`config.mk`:
```
export PLATFORM = sky130hd
export DESIGN_NAME = puct_child_select_core
export DESIGN_NICKNAME = d
export VERILOG_FILES = /design/src/design/pcs_pkg.sv /design/src/design/puct_child_select_core.sv /design/src/design/pcs_front.sv /design/src/design/pcs_back.sv
export SDC_FILE = /design/constraint.sdc
export NUM_CORES = 2
export LEC_CHECK = 0
export BUFFER_PORTS_ARGS = -buffer_cell sky130_fd_sc_hd__buf_2
export CORE_AREA = 2 2 369 371
export CTS_CLUSTER_SIZE = 8
export DETAILED_ROUTE_END_ITERATION = 10
export DIE_AREA = 0 0 371 373
export PLACE_DENSITY = 0.83
export SETUP_SLACK_MARGIN = 0.05
export SLEW_MARGIN = 20
export SYNTH_ARGS = -nofsm -noshare
export SYNTH_HDL_FRONTEND = slang
export SYNTH_SLANG_ARGS = --single-unit
```
`constraint.sdc`:
```
create_clock -name clk_i -period 13.4 [get_ports clk_i]
set_clock_uncertainty 0.2 [all_clocks]
set_input_delay 2.68 -clock clk_i [delete_from_list [all_inputs] [get_ports clk_i]]
set_output_delay 2.68 -clock clk_i [all_outputs]
set_load 0.05 [all_outputs]
```
`src/design/pcs_pkg.sv`:
```
// ----------------------------------------------------------------------------
// pcs_pkg: shared types and constants for the PUCT child selector
// Widths of the item fields and the word that passes from front to back.
// ----------------------------------------------------------------------------
`default_nettype none
package pcs_pkg;
  localparam int unsigned MaxChildrenDefault = 256;
  localparam int unsigned VisitBitsDefault   = 20;
  localparam int unsigned VsumW  = 37;
  localparam int unsigned VisW   = 20;
  localparam int unsigned PriorW = 17;
  localparam int unsigned CfgW   = 16;
  localparam int unsigned IdxW   = 8;
  localparam int unsigned ScoreW = 32;
  localparam logic [CfgW-1:0] CfgReset = 16'd4096;

  // One child word, as handed from the front to the back.
  typedef struct packed {
    logic signed [VsumW-1:0] vsum;
    logic [31:0]             visits;
    logic [PriorW-1:0]       prior;
    logic [31:0]             parent;
    logic                    score_it;
    logic                    last;
  } child_t;
endpackage
`default_nettype wire

```
`src/design/puct_child_select_core.sv`:
```
// ----------------------------------------------------------------------------
// puct_child_select_core: PUCT child selection
// Scores a node's children one by one and reports the best one per node.
// ----------------------------------------------------------------------------
// One word per child enters a two-entry queue, and the input stalls while both
// entries are taken. The back end takes a scored child through a pick-up step,
// the bit-serial square root (24 steps), two multiplies, the exploration divide
// (a load and 37 steps), the q divide (54 steps) and a decision step. Children
// past MAX_CHILDREN go from pick-up straight to the decision step. On the child
// marked last, one result word rises in the cycle after its decision step and
// holds while the output stalls; it carries the winner's arrival index and its
// saturated Q15.16 score; ties keep the earlier child. The user must write
// exploration_constant via cfg_we_i only while idle, which is not enforced.
`default_nettype none
module puct_child_select_core #(
  parameter int unsigned MAX_CHILDREN = pcs_pkg::MaxChildrenDefault,
  parameter int unsigned VISIT_BITS   = pcs_pkg::VisitBitsDefault
) (
  input  wire logic                             clk_i,
  input  wire logic                             rst_ni,
  input  wire logic                             cfg_we_i,
  input  wire logic [pcs_pkg::CfgW-1:0]         cfg_wdata_i,
  input  wire logic                             in_valid_i,
  output logic                                  in_stall_o,
  input  wire logic signed [pcs_pkg::VsumW-1:0] child_value_sum_i,
  input  wire logic [VISIT_BITS-1:0]            child_visits_i,
  input  wire logic [pcs_pkg::PriorW-1:0]       child_prior_i,
  input  wire logic [VISIT_BITS-1:0]            parent_visits_i,
  input  wire logic                             last_child_i,
  output logic                                  out_valid_o,
  input  wire logic                             out_stall_i,
  output logic [pcs_pkg::IdxW-1:0]              best_index_o,
  output logic signed [pcs_pkg::ScoreW-1:0]     win_score_o
);
  logic [pcs_pkg::CfgW-1:0] cfg_q;
  logic q_valid, q_pop;
  pcs_pkg::child_t q_word;

  // The exploration weight register.
  always_ff @(posedge clk_i or negedge rst_ni) begin
    if (!rst_ni) begin
      cfg_q <= pcs_pkg::CfgReset;
    end else if (cfg_we_i) begin
      cfg_q <= cfg_wdata_i;
    end
  end

  pcs_front #(.MAX_CHILDREN(MAX_CHILDREN), .VISIT_BITS(VISIT_BITS)) u_front (
    .clk_i, .rst_ni,
    .in_valid(in_valid_i), .in_stall(in_stall_o),
    .child_value_sum_i, .child_visits_i, .child_prior_i, .parent_visits_i,
    .last_child_i,
    .q_valid_o(q_valid), .q_pop_i(q_pop), .q_word_o(q_word)
  );

  pcs_back u_back (
    .clk_i, .rst_ni, .cfg_c_i(cfg_q),
    .q_valid_i(q_valid), .q_pop_o(q_pop), .q_word_i(q_word),
    .out_valid(out_valid_o), .out_stall(out_stall_i),
    .best_index_o, .win_score_o
  );
endmodule
`default_nettype wire

```
`src/design/pcs_front.sv`:
```
// ----------------------------------------------------------------------------
// pcs_front: input acceptance and classification
// Counts children in a group, marks those past the limit as not scored, and
// pushes each word into a two-entry queue toward the back end.
// ----------------------------------------------------------------------------
`default_nettype none
module pcs_front #(
  parameter int unsigned MAX_CHILDREN = pcs_pkg::MaxChildrenDefault,
  parameter int unsigned VISIT_BITS   = pcs_pkg::VisitBitsDefault
) (
  input  wire logic                           clk_i,
  input  wire logic                           rst_ni,
  input  wire logic                           in_valid,
  output logic                                in_stall,
  input  wire logic signed [pcs_pkg::VsumW-1:0] child_value_sum_i,
  input  wire logic [VISIT_BITS-1:0]          child_visits_i,
  input  wire logic [pcs_pkg::PriorW-1:0]     child_prior_i,
  input  wire logic [VISIT_BITS-1:0]          parent_visits_i,
  input  wire logic                           last_child_i,
  output logic                                q_valid_o,
  input  wire logic                           q_pop_i,
  output pcs_pkg::child_t                     q_word_o
);
  localparam int unsigned PosW = $clog2(MAX_CHILDREN + 1);
  logic [PosW-1:0] pos_q, pos_d;
  pcs_pkg::child_t mem_q [2];
  logic wp_q, rp_q;
  logic [1:0] cnt_q;
  logic push, pop;
  pcs_pkg::child_t w;

  assign in_stall = (cnt_q == 2'd2);
  assign push = in_valid && !in_stall;
  assign pop  = q_pop_i && (cnt_q != 2'd0);
  assign q_valid_o = (cnt_q != 2'd0);
  assign q_word_o  = mem_q[rp_q];

  always_comb begin
    w = '0;
    w.vsum     = child_value_sum_i;
    w.visits   = 32'(child_visits_i);
    w.prior    = child_prior_i;
    w.parent   = 32'(parent_visits_i);
    w.score_it = (pos_q < PosW'(MAX_CHILDREN));
    w.last     = last_child_i;
    pos_d = pos_q;
    if (last_child_i) begin
      pos_d = '0;
    end else if (w.score_it) begin
      pos_d = pos_q + PosW'(1);
    end
  end

  always_ff @(posedge clk_i or negedge rst_ni) begin
    if (!rst_ni) begin
      pos_q <= '0;
      wp_q  <= 1'b0;
      rp_q  <= 1'b0;
      cnt_q <= 2'd0;
    end else begin
      if (push) begin
        pos_q <= pos_d;
        wp_q  <= ~wp_q;
      end
      if (pop) begin
        rp_q <= ~rp_q;
      end
      cnt_q <= cnt_q + {1'b0, push} - {1'b0, pop};
    end
  end

  always_ff @(posedge clk_i) begin
    if (push) begin
      mem_q[wp_q] <= w;
    end
  end
endmodule
`default_nettype wire

```
`src/design/pcs_back.sv`:
```
// ----------------------------------------------------------------------------
// pcs_back: score evaluation and running best
// A sequencer computes the square root, q and the exploration term with
// bit-serial units, then updates the running best and emits on the last child.
// ----------------------------------------------------------------------------
`default_nettype none
module pcs_back (
  input  wire logic                           clk_i,
  input  wire logic                           rst_ni,
  input  wire logic [pcs_pkg::CfgW-1:0]       cfg_c_i,
  input  wire logic                           q_valid_i,
  output logic                                q_pop_o,
  input  pcs_pkg::child_t                     q_word_i,
  output logic                                out_valid,
  input  wire logic                           out_stall,
  output logic [pcs_pkg::IdxW-1:0]            best_index_o,
  output logic signed [pcs_pkg::ScoreW-1:0]   win_score_o
);
  localparam logic [2:0] S_IDLE = 3'd0, S_SQRT = 3'd1, S_MUL1 = 3'd2, S_MUL2 = 3'd3,
                         S_DIV = 3'd4, S_QDIV = 3'd5, S_DONE = 3'd6, S_OUT = 3'd7;
  logic [2:0] st_q;
  pcs_pkg::child_t cw_q;
  logic [5:0] cnt_q;
  // Square root: radicand up to 48 bits, root up to 24 bits.
  logic [47:0] rad_q;
  logic [25:0] rem_q;
  logic [23:0] root_q;
  logic [32:0] prod1_q;   // c * prior
  logic [56:0] prod2_q;   // c * prior * root
  logic [56:0] num_q;
  logic [56:0] quo_q;
  logic [57:0] drem_q;
  logic [32:0] den_q;
  // q division: numerator magnitude up to 54 bits, divisor 33 bits.
  logic [53:0] qn_q;
  logic [53:0] qq_q;
  logic [33:0] qr_q;
  logic        qneg_q;
  logic signed [31:0] best_q;
  logic [7:0]  bidx_q;
  logic [8:0]  pos_q;
  logic        started_q;
  logic [7:0]  oidx_q;
  logic signed [31:0] osc_q;

  logic [25:0] trial;
  logic [25:0] rem_sh;
  logic [57:0] dr_sh;
  logic [33:0] qr_sh;
  logic signed [55:0] qnum;
  logic signed [58:0] total;
  logic signed [55:0] qval;
  logic signed [31:0] sat;

  always_comb begin
    rem_sh = {rem_q[23:0], rad_q[47:46]};
    trial  = {root_q, 2'b01};
    dr_sh  = {drem_q[56:0], num_q[56]};
    qr_sh  = {qr_q[32:0], qn_q[53]};
    qnum   = (56'(signed'({1'b0, cw_q.visits})) <<< 16) - 56'(cw_q.vsum);
    if (cw_q.visits == 32'd0) begin
      qval = 56'sd32768;
    end else if (qneg_q) begin
      qval = -56'(signed'({1'b0, qq_q})) - ((qr_q != '0) ? 56'sd1 : 56'sd0);
    end else begin
      qval = 56'(signed'({1'b0, qq_q}));
    end
    total = 59'(qval) + 59'(signed'({1'b0, quo_q}));
    if (total > 59'sd2147483647) begin
      sat = 32'h7fffffff;
    end else if (total < -59'sd2147483648) begin
      sat = 32'h80000000;
    end else begin
      sat = total[31:0];
    end
  end

  assign q_pop_o      = (st_q == S_IDLE) && q_valid_i;
  assign out_valid    = (st_q == S_OUT);
  assign best_index_o = oidx_q;
  assign win_score_o  = osc_q;

  always_ff @(posedge clk_i or negedge rst_ni) begin
    if (!rst_ni) begin
      st_q      <= S_IDLE;
      best_q    <= '0;
      bidx_q    <= '0;
      pos_q     <= '0;
      started_q <= 1'b0;
    end else begin
      case (st_q)
        S_IDLE: begin
          if (q_valid_i) begin
            st_q <= q_word_i.score_it ? S_SQRT : S_DONE;
          end
        end
        S_SQRT: begin
          if (cnt_q == 6'd23) st_q <= S_MUL1;
        end
        S_MUL1: st_q <= S_MUL2;
        S_MUL2: st_q <= S_DIV;
        S_DIV: begin
          if (cnt_q == 6'd37) st_q <= S_QDIV;
        end
        S_QDIV: begin
          if (cnt_q == 6'd53) st_q <= S_DONE;
        end
        S_DONE: begin
          if (cw_q.last) begin
            st_q      <= S_OUT;
            best_q    <= '0;
            bidx_q    <= '0;
            pos_q     <= '0;
            started_q <= 1'b0;
          end else begin
            st_q <= S_IDLE;
            if (cw_q.score_it) begin
              if (!started_q || sat > best_q) begin
                best_q <= sat;
                bidx_q <= pos_q[7:0];
              end
              started_q <= 1'b1;
              pos_q     <= pos_q + 9'd1;
            end
          end
        end
        S_OUT: begin
          if (!out_stall) st_q <= S_IDLE;
        end
        default: st_q <= S_IDLE;
      endcase
    end
  end

  always_ff @(posedge clk_i) begin
    case (st_q)
      S_IDLE: begin
        cw_q   <= q_word_i;
        cnt_q  <= '0;
        rad_q  <= {q_word_i.parent, 16'd0};
        rem_q  <= '0;
        root_q <= '0;
      end
      S_SQRT: begin
        rad_q <= {rad_q[45:0], 2'b00};
        cnt_q <= cnt_q + 6'd1;
        if (rem_sh >= trial) begin
          rem_q  <= rem_sh - trial;
          root_q <= {root_q[22:0], 1'b1};
        end else begin
          rem_q  <= rem_sh;
          root_q <= {root_q[22:0], 1'b0};
        end
      end
      S_MUL1: begin
        prod1_q <= 33'(cfg_c_i) * 33'(cw_q.prior);
      end
      S_MUL2: begin
        prod2_q <= 57'(prod1_q) * 57'(root_q);
        cnt_q   <= '0;
      end
      S_DIV: begin
        if (cnt_q == 6'd0) begin
          num_q  <= prod2_q;
          drem_q <= '0;
          den_q  <= 33'(cw_q.visits) + 33'd1;
          quo_q  <= '0;
          cnt_q  <= 6'd1;
        end else begin
          // Divide by (visits+1) << 20: only the 37 bits from bit 20 upward are
          // shifted through, so the quotient is (prod >> 20) / (visits+1).
          num_q <= {num_q[55:0], 1'b0};
          if (dr_sh >= {25'd0, den_q}) begin
            drem_q <= dr_sh - {25'd0, den_q};
            quo_q  <= {quo_q[55:0], 1'b1};
          end else begin
            drem_q <= dr_sh;
            quo_q  <= {quo_q[55:0], 1'b0};
          end
          if (cnt_q == 6'd37) begin
            cnt_q  <= '0;
            qneg_q <= qnum[55];
            qn_q   <= qnum[55] ? 54'(-qnum) : 54'(qnum);
            qr_q   <= '0;
            qq_q   <= '0;
          end else begin
            cnt_q <= cnt_q + 6'd1;
          end
        end
      end
      S_QDIV: begin
        qn_q  <= {qn_q[52:0], 1'b0};
        cnt_q <= cnt_q + 6'd1;
        if (qr_sh >= {cw_q.visits, 1'b0}) begin
          qr_q <= qr_sh - {1'b0, cw_q.visits, 1'b0};
          qq_q <= {qq_q[52:0], 1'b1};
        end else begin
          qr_q <= qr_sh;
          qq_q <= {qq_q[52:0], 1'b0};
        end
      end
      S_DONE: begin
        if (cw_q.score_it && (!started_q || sat > best_q)) begin
          oidx_q <= pos_q[7:0];
          osc_q  <= sat;
        end else begin
          oidx_q <= bidx_q;
          osc_q  <= best_q;
        end
      end
      default: ;
    endcase
  end
endmodule
`default_nettype wire

```
# Word-level counts from Yosys, hierarchy flattened
# Memories as Yosys holds them, arrays and structs flattened.
# Cells that the tools add are included.
# totals
ff_bits	749
ram_bits	192
in_bits	116
out_inout_bits	42
elab_cells	155
mem_count	1
# classes
addsub	14
multipliers	2
magnitude_cmp	7
n_eq_ne	17
n_mux	52
bitwise	3
reduce_logical	27
# memory_table
name	words	width	read_ports	rd_ports_with_merged_regs	write_ports	line_no	source
u_front.mem_q	2	96	1	0	1	pcs_front.sv:26	pcs_pkg::child_t mem_q [2];
# op_table
operator	n
$mux W54	5
$pmux W54 S2	2
$mux W32	6
$mux W57	2
$mux W56	2
$mux W34	3
$pmux W24 S2	2
$pmux W48 S2	1
$pmux W34 S2	1
$add A56 B58 Y59	1
$gt A59 B32 Y1 const B	1
$lt A59 B32 Y1 const B	1
$ge A58 B33 Y1	1
$mul A33 B24 Y57	1
$sub A57 B33 Y57	1
$neg A54 Y56	1
$sub A56 B56 Y56	1
$neg A50 Y54	1
$sub A49 B37 Y50	1
$mux W9	4
$ge A34 B33 Y1	1
$reduce_bool A34 Y1	1
$sub A34 B33 Y34	1
$add A32 B1 Y33 const B	1
other kinds (37)	80

# Longest topological paths before layout
# depth
word_depth	14
depth_mapped	53
mapped_depth_nobuf	49

# By module
# Synthesis repeated with hierarchy kept, for this count alone.
# hier_totals
cells_unflattened	8690
area_unflattened_um2	85838.6
# by_module_without_submodules
module	instances	cells_each	area_each_um2	seq_area_each_um2
pcs_back	1	8263	77401.7	20850.0
pcs_front	1	393	7786.2	6090.8
puct_child_select_core	1	34	650.6	401.6

# Worst setup path before layout
# Ideal clock, no wire load.
# synth_path
kind	register -> register
startpoint	register u_back.cnt_q[1]
endpoint	register u_back.qn_q[0], enable pin
arrival_time_ns	10.929
path_slack_ns	1.431
stages_incl_launch_ff	6
period_less_slack_ns	11.969
cell_sequence	edfxtp_1 inv_1 ha_1 nand4b_1 or2_2 o21ai_0
# synth_between
elab_chain_len	3
elab_cells_between_ends	5
# synth_rtl
element	line_no	source
start: declaration	pcs_back.sv:23	logic [5:0] cnt_q;
start signal: assignment	pcs_back.sv:146	cnt_q <= cnt_q + 6'd1;
start signal: assignment	pcs_back.sv:187	cnt_q <= cnt_q + 6'd1;
start signal: assignment	pcs_back.sv:193	cnt_q <= cnt_q + 6'd1;
$eq A6 B6 Y1 or $logic_not A6 Y1 (tied branches)	pcs_back.sv:180, pcs_back.sv:163	
$ne A2 B1 Y1 (no line) or $ne A2 B2 Y1 (tied branches)	-	
$reduce_and A3 Y1 (no line) (*)	-	
end signal: assignment	pcs_back.sv:183	qn_q <= qnum[55] ? 54'(-qnum) : 54'(qnum);
end signal: assignment	pcs_back.sv:192	qn_q <= {qn_q[52:0], 1'b0};
end: declaration	pcs_back.sv:35	logic [53:0] qn_q;
# Every way passes the cells marked *; elsewhere a longest branch is shown, timed or not.
# A chain may end at the register's enable or synchronous reset.

# Final worst setup path
# layout_path
startpoint	register u_back.qr_q[25]
endpoint	register u_back.oidx_q[2] (netlist: u_back.best_index_o[2]), data pin
# layout_between
elab_chain_len	13
elab_cells_between_ends	14
# layout_rtl
element	line_no	source
start: declaration	pcs_back.sv:37	logic [33:0] qr_q;
start signal: assignment	pcs_back.sv:195	qr_q <= qr_sh - {1'b0, cw_q.visits, 1'b0};
start signal: assignment	pcs_back.sv:198	qr_q <= qr_sh;
$reduce_bool A34 Y1 (*)	pcs_back.sv:64	qval = -56'(signed'({1'b0, qq_q})) - ((qr_q != '0) ? 56'sd1 : 56'sd0);
$mux W1 (*)	pcs_back.sv:64	
$sub A56 B56 Y56 (*)	pcs_back.sv:64	
$mux W56 (*)	pcs_back.sv:63	end else if (qneg_q) begin
$mux W56 (*)	pcs_back.sv:61	if (cw_q.visits == 32'd0) begin
$add A56 B58 Y59 (*)	pcs_back.sv:68	total = 59'(qval) + 59'(signed'({1'b0, quo_q}));
$lt A59 B32 Y1	pcs_back.sv:71	end else if (total < -59'sd2147483648) begin
$mux W32	pcs_back.sv:71	
$mux W32 (*)	pcs_back.sv:69	if (total > 59'sd2147483647) begin
$gt A32 B32 Y1 (*)	pcs_back.sv:203	if (cw_q.score_it && (!started_q || sat > best_q)) begin
$logic_or A1 B1 Y1 (*)	pcs_back.sv:203	
$logic_and A1 B1 Y1 (*)	pcs_back.sv:203	
$mux W8 (*)	pcs_back.sv:203	
end signal: assignment	pcs_back.sv:204	oidx_q <= pos_q[7:0];
end signal: assignment	pcs_back.sv:207	oidx_q <= bidx_q;
end: declaration	pcs_back.sv:43	logic [7:0] oidx_q;
# Marks and branches as above.

==> summary.md <==
| Metric | Value |
|---|---|
| Die ar. | 0.138 mm^2 |
| Max incr delay on CP | 530 ps |
| Average wire per standard cell | 19.7 um |
| Crit path buffers/inverters | 2 |
| Setup Total Neg Slack | 0 ps |
| Fmax | 0.0803 GHz |
| Number of placement rows | between 100 and 150 |
| Element type at the critical path end | register |
| WP data required | 13,690 ps |
| Overall Global Routing Usage | 0.291 |
| Fin util | 0.654 |
| RSZ-0062 raised after global routing | no |
| Worst slew margin | 0.175 |
| Post-CTS Setup Inserts | 0 |
| Min Tclk post-route | about 12,000 ps |
| Die W | around 370 um |
| Most used DFF post-synth | edfxtp_1 |
| H-tree Lvls | 4 |
| Worst hold slack | ~270 ps |
| Crit path launch type | register |
| CTS tree | built |
| Clk pin slew, worst setup/hold paths | ~50 ps |
| Nets | 9,707 |
| DR vias/cell | about 5.9 |
| Post-DRT Antenna Nets | 0 |
| Worst-margin pin slew | 1240 ps |
| Synth warnings | 0 |
| Clock Sinks | 900 |
| MaxCap Viol Count | 0 |
| Initial Utilization | 0.606 |
| #FFs+latches synth | 900 |
| Slowest CP cell | or4b_1 |
| Post-Syn Instances | roughly 8,200 |
| Number of synthesized flops with an enable pin | approximately 820 |
| Initial antenna violation count | 6 |
| Arrival @ worst endpoint | approximately 13,000 ps |
| Maximum root-to-sink buffer count | 3 |
| Core area | around 0.13 mm^2 |
| Cts hold-fix bufs | 0 |
| Critical path depth in cells | 48 |
| Routed Wire Length | approximately 200,000 um |
| Synthesized net count | between 9,000 and 10,000 |
| Mapped cell area | between 0.08 and 0.09 mm^2 |
| Crit Path Max Fanout | 33 |
| Worst hold stages | 2 |
| Post-detail-place hpwl | approximately 140,000 um |
| R2R depth | 48 |
| Synth Area per Inst | 9.99 um^2 |
| Detailed Routing Iterations Pass 1 | 6 |
| Initial DRC count | ~5,000 |
| Final-report max-slew violation count | 0 |
| Ports | 158 |
| Sequential fraction of the synthesis area | 0.326 |
| Vias | 59,500 |
| Synthesis-to-finish area growth | 7.85% |
| Crit path top cell by count | a21o_1 |
| Hold Fails Final Rpt | 0 |
| Final Setup Violations | 0 |
| Largest net degree at the start of global routing | 143 |
| Status | completed |
| Clk root buf | clkbuf_16 |
| Crit path max-delay family | compound AO/OA/AOI/OAI gates |
| Vias in the first global route | approximately 63,000 |
| PortBufs | about 160 |
| Die height | between 300 and 400 um |
| Worst-skew pair later-pin latency | about 800 ps |
| CP Class | register to register |
| Placer Congestion | roughly 0.90 |
| FFs w/ async S/R, synth | 0.0900 |
| Layout cells sized above 1 | 0.0710 |
| # DRC | 0 |
| GR Overflow Total | 0 |
| CTS Buf Count | around 130 |
| HP Class | register to register |
| First-pass GRT wire length | around 320,000 um |
| Post-synth cell types | 90 |
| Final period utilization | 0.929 |
==> kinds of logic (layout without fill, tap and decap cells) <==
family | Yosys count | count (layout) | share of synthesized area
other | 0 | 3 | 0
AO/OA/AOI/OAI | 1094 | 1095 | 0.0852
multiplexers | 202 | 202 | 0.0267
AND/OR/NAND/NOR | 2644 | 2644 | 0.153
XOR/XNOR | 346 | 346 | 0.0371
adder cells (fa/ha/maj) | 1423 | 1423 | 0.300
buffers and inverters | 1555 | 1627 | 0.0719
flip-flops | 900 | 900 | 0.326
==> stage by stage <==
step                      std cells  setup WS [ps]  cell area, um^2
final                         10000            951            88000
after global routing          10000            129            88000
after CTS                     10000            561            87900
after detailed placement       9811            617            83900
after global placement         9811            981            83900
after floorplan                8164           1430            81600
==> cell usage after synthesis, types with 49 or more instances <==
cell,number,area share
o21ai_0,249,0.015
nand2b_1,51,0.0039
edfxtp_1,819,0.30
a21o_1,145,0.013
a21oi_1,329,0.020
nand4_1,60,0.0046
mux2_2,113,0.016
xnor2_1,234,0.025
nor2b_1,54,0.0041
nand2_1,1196,0.055
nor3_1,85,0.0052
clkbuf_1,349,0.016
and3_1,59,0.0045
inv_1,1174,0.054
dfrtp_1,80,0.025
fa_1,891,0.22
ha_1,532,0.082
nor2_1,444,0.020
and2_1,414,0.032
or3_1,51,0.0039
mux2i_1,88,0.011
o21a_1,49,0.0045
nand3_1,90,0.0055
xor2_1,112,0.012
==> routing by layer <==
layer  up-vias  routed length [um]  GRT usage
met3       635               18000     0.0622
met5         -                  24          0
met1     29300               77200      0.375
met2      2727               94100      0.476
li1      26800                   -          -
met4         4                8140      0.124
==> registers in the layout, summed over array words and instances (netlist names), 2 cells and up <==
signal and count:
u_back.st_q 3, u_back.rem_q 24, u_back.best_q 32, u_front.mem_q 192
u_back.win_score_o 32, u_back.qn_q 54, u_back.best_index_o 8, u_back.cw_q 76
u_back.cnt_q 6, u_back.pos_q 8, u_back.drem_q 57, u_back.root_q 24
cfg_q 16, u_front.cnt_q 2, u_back.num_q 57, u_front.pos_q 9
u_back.rad_q 32, u_back.prod2_q 57, u_back.prod1_q 33, u_back.den_q 21
u_back.qq_q 54, u_back.quo_q 57, u_back.bidx_q 8, u_back.qr_q 34
==> worst min-delay path, cell delays in order, from the launching register on <==
cell,delay (ps)
edfxtp_1,310
nand2_1,50
nand2_1,50
==> layout by cell type, fill, tap and decap left out, types with 89 or more instances in the layout <==
cell and n:
a21o_1 145, a21oi_1 328, and2_1 413, buf_2 156, clkbuf_16 134, edfxtp_1 819
fa_1 891, ha_1 532, inv_1 1173, mux2_2 113, nand2_1 1194, nand3_1 89
nor2_1 440, o21ai_0 248, xnor2_1 234, xor2_1 112
==> repair_timing <==
item | in CTS | in global routing
setup endpoints to repair | 0 | 76
hold endpoints to repair | 0 | 0
gates resized for setup | 0 | 6
==> area by class of cell <==
class | count | area (um^2)
Multi-Input combinational cell | 5710 | 49200
Fill cell | 9982 | 46600
Sequential cell | 900 | 26600
Inverter | 1177 | 4420
Clock buffer | 184 | 3570
Tap cell | 1781 | 2230
Timing Repair Buffer | 246 | 1500
Clock inverter | 20 | 384
Antenna cell | 3 | 7.51
==> worst paths after layout <==
path / startpoint / end / slack [ps]
hold / removal: u_back.prod2_q[41] / u_back.num_q[41] / 270
hold reg to reg: u_back.prod2_q[41] / u_back.num_q[41] / 270
setup / recovery: u_back.qr_q[25] / u_back.best_index_o[2] / 950
min in group asynchronous: rst_ni / cfg_q[11] / 1600
setup reg to reg: u_back.qr_q[25] / u_back.best_index_o[2] / 950
max in group asynchronous: rst_ni / u_back.bidx_q[6] / 10050
Power is not shown: default switching activity piles up to over one toggle a cycle in this logic, so the estimate is an artifact.
